### src/wsp_pkg.sv
package wsp_pkg;

  // State geometry
  localparam int NCOMP = 37;
  localparam int COMP_W = 7;
  localparam int IDX_W = 6;
  localparam int RATE_W = 64;
  localparam int RATE_COMPS = 9;
  localparam int RC_ROUNDS = 111;
  localparam int ROUND_COUNT_DEF = 111;

  typedef logic [COMP_W-1:0] comp_t;
  typedef logic [NCOMP-1:0][COMP_W-1:0] state_t;

  // Item commands
  typedef enum logic [2:0] {
    CMD_WRITE    = 3'd0,
    CMD_ABSORB   = 3'd1,
    CMD_SET_RATE = 3'd2,
    CMD_PERMUTE  = 3'd3,
    CMD_READ     = 3'd4
  } cmd_t;

  // Components that carry the rate, MSB first; bit 6 of the last component follows
  localparam int RATE_POS [RATE_COMPS] = '{8, 9, 15, 16, 18, 27, 28, 34, 35};
  localparam int LAST_COMP = NCOMP - 1;

  localparam comp_t OMEGA_POLY = 7'h78;

  localparam comp_t WGP_TAB [128] = '{
    7'h00, 7'h12, 7'h0a, 7'h4b, 7'h66, 7'h0c, 7'h48, 7'h73, 7'h79, 7'h3e, 7'h61, 7'h51,
    7'h01, 7'h15, 7'h17, 7'h0e, 7'h7e, 7'h33, 7'h68, 7'h36, 7'h42, 7'h35, 7'h37, 7'h5e,
    7'h53, 7'h4c, 7'h3f, 7'h54, 7'h58, 7'h6e, 7'h56, 7'h2a, 7'h1d, 7'h25, 7'h6d, 7'h65,
    7'h5b, 7'h71, 7'h2f, 7'h20, 7'h06, 7'h18, 7'h29, 7'h3a, 7'h0d, 7'h7a, 7'h6c, 7'h1b,
    7'h19, 7'h43, 7'h70, 7'h41, 7'h49, 7'h22, 7'h77, 7'h60, 7'h4f, 7'h45, 7'h55, 7'h02,
    7'h63, 7'h47, 7'h75, 7'h2d, 7'h40, 7'h46, 7'h7d, 7'h5c, 7'h7c, 7'h59, 7'h26, 7'h0b,
    7'h09, 7'h03, 7'h57, 7'h5d, 7'h27, 7'h78, 7'h30, 7'h2e, 7'h44, 7'h52, 7'h3b, 7'h08,
    7'h67, 7'h2c, 7'h05, 7'h6b, 7'h2b, 7'h1a, 7'h21, 7'h38, 7'h07, 7'h0f, 7'h4a, 7'h11,
    7'h50, 7'h6a, 7'h28, 7'h31, 7'h10, 7'h4d, 7'h5f, 7'h72, 7'h39, 7'h16, 7'h5a, 7'h13,
    7'h04, 7'h3c, 7'h34, 7'h1f, 7'h76, 7'h1e, 7'h14, 7'h23, 7'h1c, 7'h32, 7'h4e, 7'h7b,
    7'h24, 7'h74, 7'h7f, 7'h3d, 7'h69, 7'h64, 7'h62, 7'h6f
  };

  // Round constants, two per round: even entry for s19, odd entry for feedback
  localparam comp_t RC_TAB [RC_ROUNDS*2] = '{
    7'h7f, 7'h3f, 7'h1f, 7'h0f, 7'h07, 7'h03, 7'h01, 7'h40, 7'h20, 7'h10, 7'h08, 7'h04,
    7'h02, 7'h41, 7'h60, 7'h30, 7'h18, 7'h0c, 7'h06, 7'h43, 7'h21, 7'h50, 7'h28, 7'h14,
    7'h0a, 7'h45, 7'h62, 7'h71, 7'h78, 7'h3c, 7'h1e, 7'h4f, 7'h27, 7'h13, 7'h09, 7'h44,
    7'h22, 7'h51, 7'h68, 7'h34, 7'h1a, 7'h4d, 7'h66, 7'h73, 7'h39, 7'h5c, 7'h2e, 7'h57,
    7'h2b, 7'h15, 7'h4a, 7'h65, 7'h72, 7'h79, 7'h7c, 7'h3e, 7'h5f, 7'h2f, 7'h17, 7'h0b,
    7'h05, 7'h42, 7'h61, 7'h70, 7'h38, 7'h1c, 7'h0e, 7'h47, 7'h23, 7'h11, 7'h48, 7'h24,
    7'h12, 7'h49, 7'h64, 7'h32, 7'h59, 7'h6c, 7'h36, 7'h5b, 7'h2d, 7'h56, 7'h6b, 7'h35,
    7'h5a, 7'h6d, 7'h76, 7'h7b, 7'h3d, 7'h5e, 7'h6f, 7'h37, 7'h1b, 7'h0d, 7'h46, 7'h63,
    7'h31, 7'h58, 7'h2c, 7'h16, 7'h4b, 7'h25, 7'h52, 7'h69, 7'h74, 7'h3a, 7'h5d, 7'h6e,
    7'h77, 7'h3b, 7'h1d, 7'h4e, 7'h67, 7'h33, 7'h19, 7'h4c, 7'h26, 7'h53, 7'h29, 7'h54,
    7'h2a, 7'h55, 7'h6a, 7'h75, 7'h7a, 7'h7d, 7'h7e, 7'h7f, 7'h3f, 7'h1f, 7'h0f, 7'h07,
    7'h03, 7'h01, 7'h40, 7'h20, 7'h10, 7'h08, 7'h04, 7'h02, 7'h41, 7'h60, 7'h30, 7'h18,
    7'h0c, 7'h06, 7'h43, 7'h21, 7'h50, 7'h28, 7'h14, 7'h0a, 7'h45, 7'h62, 7'h71, 7'h78,
    7'h3c, 7'h1e, 7'h4f, 7'h27, 7'h13, 7'h09, 7'h44, 7'h22, 7'h51, 7'h68, 7'h34, 7'h1a,
    7'h4d, 7'h66, 7'h73, 7'h39, 7'h5c, 7'h2e, 7'h57, 7'h2b, 7'h15, 7'h4a, 7'h65, 7'h72,
    7'h79, 7'h7c, 7'h3e, 7'h5f, 7'h2f, 7'h17, 7'h0b, 7'h05, 7'h42, 7'h61, 7'h70, 7'h38,
    7'h1c, 7'h0e, 7'h47, 7'h23, 7'h11, 7'h48, 7'h24, 7'h12, 7'h49, 7'h64, 7'h32, 7'h59,
    7'h6c, 7'h36, 7'h5b, 7'h2d, 7'h56, 7'h6b, 7'h35, 7'h5a, 7'h6d, 7'h76, 7'h7b, 7'h3d,
    7'h5e, 7'h6f, 7'h37, 7'h1b, 7'h0d, 7'h46
  };

  function automatic comp_t wgp(input comp_t v);
    return WGP_TAB[v];
  endfunction

  // omega: multiply by x in the 7-bit field, written as a right shift
  function automatic comp_t omega(input comp_t v);
    return (v >> 1) ^ (v[0] ? OMEGA_POLY : 7'h00);
  endfunction

  // Bit-sliced 7-bit S-box
  function automatic comp_t sbox7(input comp_t v);
    logic a0, a1, a2, a3, a4, a5, a6;
    a0 = v[6]; a1 = v[5]; a2 = v[4]; a3 = v[3]; a4 = v[2]; a5 = v[1]; a6 = v[0];
    a0 ^= (a2 & a3); a3 = ~a3; a3 ^= (a5 & a6); a5 = ~a5; a5 ^= (a2 & a4);
    a6 ^= (a0 & a4); a4 = ~a4; a4 ^= (a5 & a1); a5 = ~a5; a5 ^= (a0 & a2);
    a1 ^= (a6 & a2); a2 = ~a2; a2 ^= (a5 & a3); a5 = ~a5; a5 ^= (a6 & a0);
    a3 ^= (a1 & a0); a0 = ~a0; a0 ^= (a5 & a4); a5 = ~a5; a5 ^= (a1 & a6);
    a4 ^= (a3 & a6); a6 = ~a6; a6 ^= (a5 & a2); a5 = ~a5; a5 ^= (a3 & a1);
    a2 ^= (a4 & a1); a1 = ~a1; a1 ^= (a5 & a0); a5 = ~a5; a5 ^= (a4 & a3);
    a2 = ~a2; a4 = ~a4;
    return {a2, a6, a4, a1, a3, a5, a0};
  endfunction

  // Pack the rate components into one word, first component on top
  function automatic logic [RATE_W-1:0] pack_rate(input state_t s);
    logic [RATE_W-1:0] w;
    w = '0;
    for (int j = 0; j < RATE_COMPS; j++) begin
      w[RATE_W-1-COMP_W*j -: COMP_W] = s[RATE_POS[j]];
    end
    w[0] = s[LAST_COMP][COMP_W-1];
    return w;
  endfunction

endpackage

### src/wsp_round.sv
module wsp_round #(
  parameter int ROUND_COUNT = wsp_pkg::ROUND_COUNT_DEF
) (
  input  wsp_pkg::state_t                     st_i,
  input  logic [$clog2(ROUND_COUNT)-1:0]      rnd_i,
  output wsp_pkg::state_t                     st_o
);
  import wsp_pkg::*;

  logic [7:0] k_even;
  logic [7:0] k_odd;
  comp_t      fb;
  state_t     t;

  // Round constant addresses
  assign k_even = {7'(rnd_i), 1'b0};
  assign k_odd  = {7'(rnd_i), 1'b1};

  // One WAGE round: feedback, nonlinear taps, then shift down by one component
  always_comb begin
    fb = omega(st_i[0]) ^ st_i[6] ^ st_i[8] ^ st_i[12] ^ st_i[13] ^ st_i[19]
       ^ st_i[24] ^ st_i[26] ^ st_i[30] ^ st_i[31] ^ RC_TAB[k_odd]
       ^ wgp(st_i[LAST_COMP]);
    t = st_i;
    t[5]  = st_i[5]  ^ sbox7(st_i[8]);
    t[11] = st_i[11] ^ sbox7(st_i[15]);
    t[19] = st_i[19] ^ wgp(st_i[18]) ^ RC_TAB[k_even];
    t[24] = st_i[24] ^ sbox7(st_i[27]);
    t[30] = st_i[30] ^ sbox7(st_i[34]);
    st_o = {fb, t[NCOMP-1:1]};
  end

endmodule

### src/wage_sponge_permutation.sv
// Channel | Direction | Handshake           | Payload
// in_     | input     | in_valid/in_ready   | command, data_word, domain_bits,
//         |           |                     | comp_index, comp_value
// out_    | output    | out_valid/out_ready | rate_word, comp_out
//
// A permute item is accepted, then steps through every round in the shared round
// unit, then loads the result register.
// Every other command goes through accept and state update, then result load.
// Reset (rst_n low, synchronous) clears all 37 components and the sequencer.
// in_ready is high only while idle and the result register is free or being taken.
// A stall on out_ready holds the result and blocks the next item.
module wage_sponge_permutation #(
  parameter int ROUND_COUNT = wsp_pkg::ROUND_COUNT_DEF
) (
  input  logic                         clk,
  input  logic                         rst_n,
  input  logic                         in_valid,
  output logic                         in_ready,
  input  logic [2:0]                   in_command,
  input  logic [wsp_pkg::RATE_W-1:0]   in_data_word,
  input  logic [wsp_pkg::COMP_W-1:0]   in_domain_bits,
  input  logic [wsp_pkg::IDX_W-1:0]    in_comp_index,
  input  logic [wsp_pkg::COMP_W-1:0]   in_comp_value,
  output logic                         out_valid,
  input  logic                         out_ready,
  output logic [wsp_pkg::RATE_W-1:0]   out_rate_word,
  output logic [wsp_pkg::COMP_W-1:0]   out_comp_out
);
  import wsp_pkg::*;

  localparam int RND_W = $clog2(ROUND_COUNT);
  localparam logic [RND_W-1:0] RND_LAST = RND_W'(ROUND_COUNT - 1);

  typedef enum logic [1:0] {
    ST_IDLE,
    ST_RUN,
    ST_RPT
  } fsm_t;

  fsm_t              st_r, st_nxt;
  logic [RND_W-1:0]  rnd_r, rnd_nxt;
  logic [IDX_W-1:0]  idx_r, idx_nxt;
  state_t            comp_r, comp_nxt;
  logic              out_valid_r, out_valid_nxt;
  logic [RATE_W-1:0] out_rate_r, out_rate_nxt;
  comp_t             out_comp_r, out_comp_nxt;
  state_t            round_st;
  logic              in_fire;
  logic [RATE_W-1:0] w;

  // Shared round unit
  wsp_round #(
    .ROUND_COUNT (ROUND_COUNT)
  ) u_round (
    .st_i  (comp_r),
    .rnd_i (rnd_r),
    .st_o  (round_st)
  );

  assign in_ready = (st_r == ST_IDLE) && (!out_valid_r || out_ready);
  assign in_fire  = in_valid && in_ready;
  assign w        = in_data_word;

  // Sequencer and state update
  always_comb begin
    st_nxt        = st_r;
    rnd_nxt       = rnd_r;
    idx_nxt       = idx_r;
    comp_nxt      = comp_r;
    out_valid_nxt = out_valid_r;
    out_rate_nxt  = out_rate_r;
    out_comp_nxt  = out_comp_r;
    if (out_valid_r && out_ready) begin
      out_valid_nxt = 1'b0;
    end
    case (st_r)
      ST_IDLE: begin
        if (in_fire) begin
          idx_nxt = in_comp_index;
          st_nxt  = ST_RPT;
          case (cmd_t'(in_command))
            CMD_WRITE: begin
              for (int i = 0; i < NCOMP; i++) begin
                if (in_comp_index == IDX_W'(i)) begin
                  comp_nxt[i] = in_comp_value;
                end
              end
            end
            CMD_ABSORB: begin
              for (int j = 0; j < RATE_COMPS; j++) begin
                comp_nxt[RATE_POS[j]] = comp_r[RATE_POS[j]]
                                      ^ w[RATE_W-1-COMP_W*j -: COMP_W];
              end
              comp_nxt[LAST_COMP][COMP_W-1] = comp_r[LAST_COMP][COMP_W-1] ^ w[0];
              comp_nxt[0] = comp_r[0] ^ in_domain_bits;
            end
            CMD_SET_RATE: begin
              for (int j = 0; j < RATE_COMPS; j++) begin
                comp_nxt[RATE_POS[j]] = w[RATE_W-1-COMP_W*j -: COMP_W];
              end
              comp_nxt[LAST_COMP][COMP_W-1] = w[0];
              comp_nxt[0] = comp_r[0] ^ in_domain_bits;
            end
            CMD_PERMUTE: begin
              st_nxt  = ST_RUN;
              rnd_nxt = '0;
            end
            CMD_READ: begin
              st_nxt = ST_RPT;
            end
            default: begin
              st_nxt = ST_RPT;
            end
          endcase
        end
      end
      ST_RUN: begin
        comp_nxt = round_st;
        if (rnd_r == RND_LAST) begin
          st_nxt = ST_RPT;
        end else begin
          rnd_nxt = rnd_r + 1'b1;
        end
      end
      ST_RPT: begin
        // Result slot is free here: it was free or taken when the item entered
        out_valid_nxt = 1'b1;
        out_rate_nxt  = pack_rate(comp_r);
        out_comp_nxt  = '0;
        for (int i = 0; i < NCOMP; i++) begin
          if (idx_r == IDX_W'(i)) begin
            out_comp_nxt = comp_r[i];
          end
        end
        st_nxt = ST_IDLE;
      end
      default: begin
        st_nxt = ST_IDLE;
      end
    endcase
  end

  // State, counters and result register
  always_ff @(posedge clk) begin
    if (!rst_n) begin
      st_r        <= ST_IDLE;
      rnd_r       <= '0;
      comp_r      <= '0;
      out_valid_r <= 1'b0;
    end else begin
      st_r        <= st_nxt;
      rnd_r       <= rnd_nxt;
      idx_r       <= idx_nxt;
      comp_r      <= comp_nxt;
      out_valid_r <= out_valid_nxt;
      out_rate_r  <= out_rate_nxt;
      out_comp_r  <= out_comp_nxt;
    end
  end

  assign out_valid     = out_valid_r;
  assign out_rate_word = out_rate_r;
  assign out_comp_out  = out_comp_r;

  // A permute item starts the round sequence at round zero
  a_perm_start: assert property (@(posedge clk) disable iff (!rst_n)
    in_fire && (in_command == CMD_PERMUTE) |=> (st_r == ST_RUN) && (rnd_r == '0))
    else $error("permute did not start at round zero");

  // Any other command goes straight to the result load
  a_short_cmd: assert property (@(posedge clk) disable iff (!rst_n)
    in_fire && (in_command != CMD_PERMUTE) |=> (st_r == ST_RPT))
    else $error("short command did not go to result load");

  // A result appears only from the result-load step
  a_result_src: assert property (@(posedge clk) disable iff (!rst_n)
    $rose(out_valid_r) |-> $past(st_r == ST_RPT))
    else $error("result raised outside result load");

endmodule
### config.mk
export PLATFORM = sky130hd
export DESIGN_NAME = wage_sponge_permutation
export DESIGN_NICKNAME = d
export VERILOG_FILES = /design/src/wsp_pkg.sv /design/src/wsp_round.sv /design/src/wage_sponge_permutation.sv
export SDC_FILE = /design/constraint.sdc
export NUM_CORES = 1
export LEC_CHECK = 0
export ABC_AREA = 1
export BUFFER_PORTS_ARGS = -buffer_cell sky130_fd_sc_hd__buf_2
export CAP_MARGIN = 40
export CORE_AREA = 2 2 198 249
export DETAILED_ROUTE_END_ITERATION = 7
export DIE_AREA = 0 0 200 251
export PLACE_DENSITY_LB_ADDON = 0.15
export SETUP_SLACK_MARGIN = 0.4
export SLEW_MARGIN = 10
export SYNTH_ARGS = -nofsm -noshare
export SYNTH_HDL_FRONTEND = slang
export SYNTH_SLANG_ARGS = --single-unit
### constraint.sdc
create_clock -name clk -period 7.1 [get_ports clk]
set_input_delay 1.065 -clock clk [delete_from_list [all_inputs] [get_ports clk]]
set_output_delay 1.065 -clock clk [all_outputs]
set_load 0.005 [all_outputs]
==> flow_metrics.tcl <==
set metrics [dict create \
    status "complete, no violations" \
    htreeDepth 2 \
    clock_latency_ns 0.59 \
    syn_area_sq_um 23700 \
    drtAntennaViolNets 0 \
    vias 27500 \
    powerDensity_nw_per_um2 240 \
    core_sq_um 47900 \
    multi_input_area_sq_um 13800 \
    max-slew-margin-rel_pct 33.4 \
    setup_violations 0 \
    synth_cell_types 57 \
    num_rows 90 \
    syn-mean-instance-area_sq_um 6.66 \
    clock-root-buffer "clkbuf_16" \
    async_flop_share_pct 0 \
    grt_max_degree 117 \
    nets 3730 \
    clkTransAtPathRegs_ns 0.07 \
    grtUsageTotal_pct 42.5 \
    synth_nets 3681 \
    cts_tree "built" \
    final_layout_size_suffix_gt1_share_pct 9.33 \
    ys_seq_elements 346 \
    post-route-period-util_pct 63.8 \
    cts_setup_buffers 0 \
    first_pass_iters 8 \
    wire_per_inst_um 25.4 \
    drc_errors 0 \
    gp_congestion 1.05 \
    worstPathMaxFanout 15 \
    synth_edf_count 77 \
    yosysTopAreaCell "dfxtp_1" \
    clockBufferDepth 3 \
    end_kind "flip-flop" \
    grt_overflow 0 \
    synth-main-ff-cell "dfxtp_1" \
    peakVddDrop_v 0.000190 \
    worstMarginPinSlew_ns 0.995 \
    detail_route.iter0.violations 3268 \
    numPortBuffers 163 \
    worst_ep_arrival_time_ns 4.85 \
    min_from "comp_r[69]" \
    synth_seq_area_share_pct 32.5 \
    wl_um 109000 \
    vias_per_cell 6.42 \
    post_cts_resized 0 \
    syn_inst 3556 \
    design.die.area_sq_um 50200 \
    fin_util_pct 54.9 \
    required_ns 7.42 \
    rsz0062_at_grt "false" \
    synth.area.top_cells "dfxtp_1 23%, nand2_1 11%, edfxtp_1 9.8%" \
    synth.yosys.warnings 0 \
    max_freq_mhz 221 \
    antenna_found_initial 3 \
    cts.sinks 346 \
    critical_path.startpoint "idx_r[5]" \
    numCtsBuffers 38 \
    tns_ns 0 \
    fp.dieH_um 251 \
    finalHoldViolations 0 \
    fin_skew_ns 0.0202 \
    ios 164 \
    hold_path_class "reg2reg" \
    area_growth_pct 11.0 \
    criticalPathCategory "reg2reg" \
    grt_first_pass_wirelength_um 160000 \
    slew_viol_final 0 \
    post-synth-top-area-fraction_pct 22.7 \
    critPathLaunchType "flip-flop" \
    initial_core_util_pct 49.5 \
    hpwl_um 78300 \
    regArea_sq_um 7700 \
    die_width_um 200 \
    min_period_ns 4.53 \
    leakage_uw 0.00990 \
    nFillCells 4865 \
    grt_pass1_vias 25600 \
    rr_startpoint "idx_r[5]" \
    drv_cap 0 \
    cts_hold_buffers 0 \
]
[layer usage]
layer | GRT usage (%) | wire, um | vias up
met5 | 0 | 27 | -
met3 | 9.10 | 10800 | 559
met2 | 66.5 | 48200 | 1875
li1 | - | - | 12300
met4 | 34.9 | 11000 | 4
met1 | 49.8 | 38500 | 12800
[power breakdown]
group	internal, uW	switching [uW]
combinational	558	1280
clock	1190	909
sequential	2170	213
[placed cells by master (no fill, tap or decap), types with 6 or more instances in the layout]
cell type / instances
clkinv_1: 10
clkbuf_1: 6
a31oi_1: 75
nor3b_1: 14
buf_2: 162
o2111ai_1: 7
a221oi_1: 17
o22ai_1: 53
o21ai_0: 432
o21ai_1: 9
nor2_1: 270
nand4_1: 56
dfxtp_1: 269
xnor2_1: 57
nand2_1: 707
o221ai_1: 11
xor2_1: 103
clkbuf_16: 39
nor3_1: 49
o211ai_1: 54
a21oi_1: 317
buf_4: 49
or2_1: 11
a211oi_1: 63
edfxtp_1: 77
ha_1: 34
inv_2: 19
a22oi_1: 8
nand2_2: 14
clkinv_2: 7
nand3_1: 175
inv_1: 357
o311ai_0: 18
[layout make-up]
| type | instances | share of cell area, % |
|---|---|---|
| Multi-Input combinational cell | 2614 | 52.4 |
| Clock inverter | 21 | 0.914 |
| Sequential cell | 346 | 29.3 |
| Antenna cell | 2 | 0.0190 |
| Inverter | 389 | 5.60 |
| Clock buffer | 47 | 3.90 |
| Tap cell | 644 | 3.06 |
| Timing Repair Buffer | 216 | 4.84 |
[sequential cells by signal (all words and copies together) (netlist names)]
name / cells
comp_r: 259
idx_r: 6
out_comp_out: 7
out_rate_word: 64
out_valid: 1
rnd_r: 7
st_r: 2
[cell usage after synthesis, types with 5 or more instances]
cell       number
nand2_1       711
o21ai_0       432
inv_1         360
a21oi_1       318
nor2_1        273
dfxtp_1       269
clkbuf_1      189
nand3_1       175
xor2_1        103
edfxtp_1       77
a31oi_1        75
a211oi_1       63
xnor2_1        57
nand4_1        56
o211ai_1       54
o22ai_1        53
nor3_1         49
ha_1           34
inv_2          19
o311ai_0       18
a221oi_1       17
buf_1          14
nor3b_1        14
o221ai_1       11
or2_1          11
nand2_2        10
o21ai_1         9
a22oi_1         8
clkinv_1        8
o2111ai_1       7
o21ai_2         5
o31ai_1         5
or2_2           5
[kinds of logic after synthesis]
family / synth area share [%]
flops: 32.5
simple gates: 23.4
fa+ha+maj: 1.80
mux: 0.0423
xor+xnor: 6.19
compound gates: 26.6
buf+inv: 9.52
[per-stage QoR]
step           worst slack [ns]  total power, uW  hold WS [ns]  std cells  instance area [sq um]
2_1_floorplan              1.68             3510         0.403       3556                  23700
3_3_place_gp               2.82             4150         0.445       4195                  24900
3_5_place_dp               2.85             4180         0.453       4208                  25000
4_1_cts                    2.82             6230         0.462       4276                  26300
5_1_grt                    2.63             6530         0.486       4278                  26300
6_report                   2.57             6320         0.470       4279                  26300
[path summary, 6_finish.rpt]
| check | to | slack, ns | cells after the start |
|---|---|---|---|
| max | out_comp_out[3] | 2.57 | 21 |
| min reg2reg | out_rate_word[56] | 0.47 | 0 |
| max reg2reg | out_comp_out[3] | 2.57 | 21 |
| min | out_rate_word[56] | 0.47 | 0 |
[critical path, stage by stage (launching register included)]
cell      delay [ns]
edfxtp_1        0.41
nor2_1          0.15
buf_4           0.24
inv_2           0.15
nor2_1          0.61
nand2_1         0.10
nand2_1         0.15
nand3_1         0.25
nand2_1         0.16
nand4_1         0.10
nand2_1         0.11
nand4_1         0.26
nor2_1          0.29
nand4_1         0.13
nand2_1         0.13
nand4_1         0.12
nand2_1         0.14
nand4_1         0.12
nor2_1          0.25
nand4_1         0.14
nand2_1         0.13
nand4_1         0.12
(Power assumes the default switching activity.)
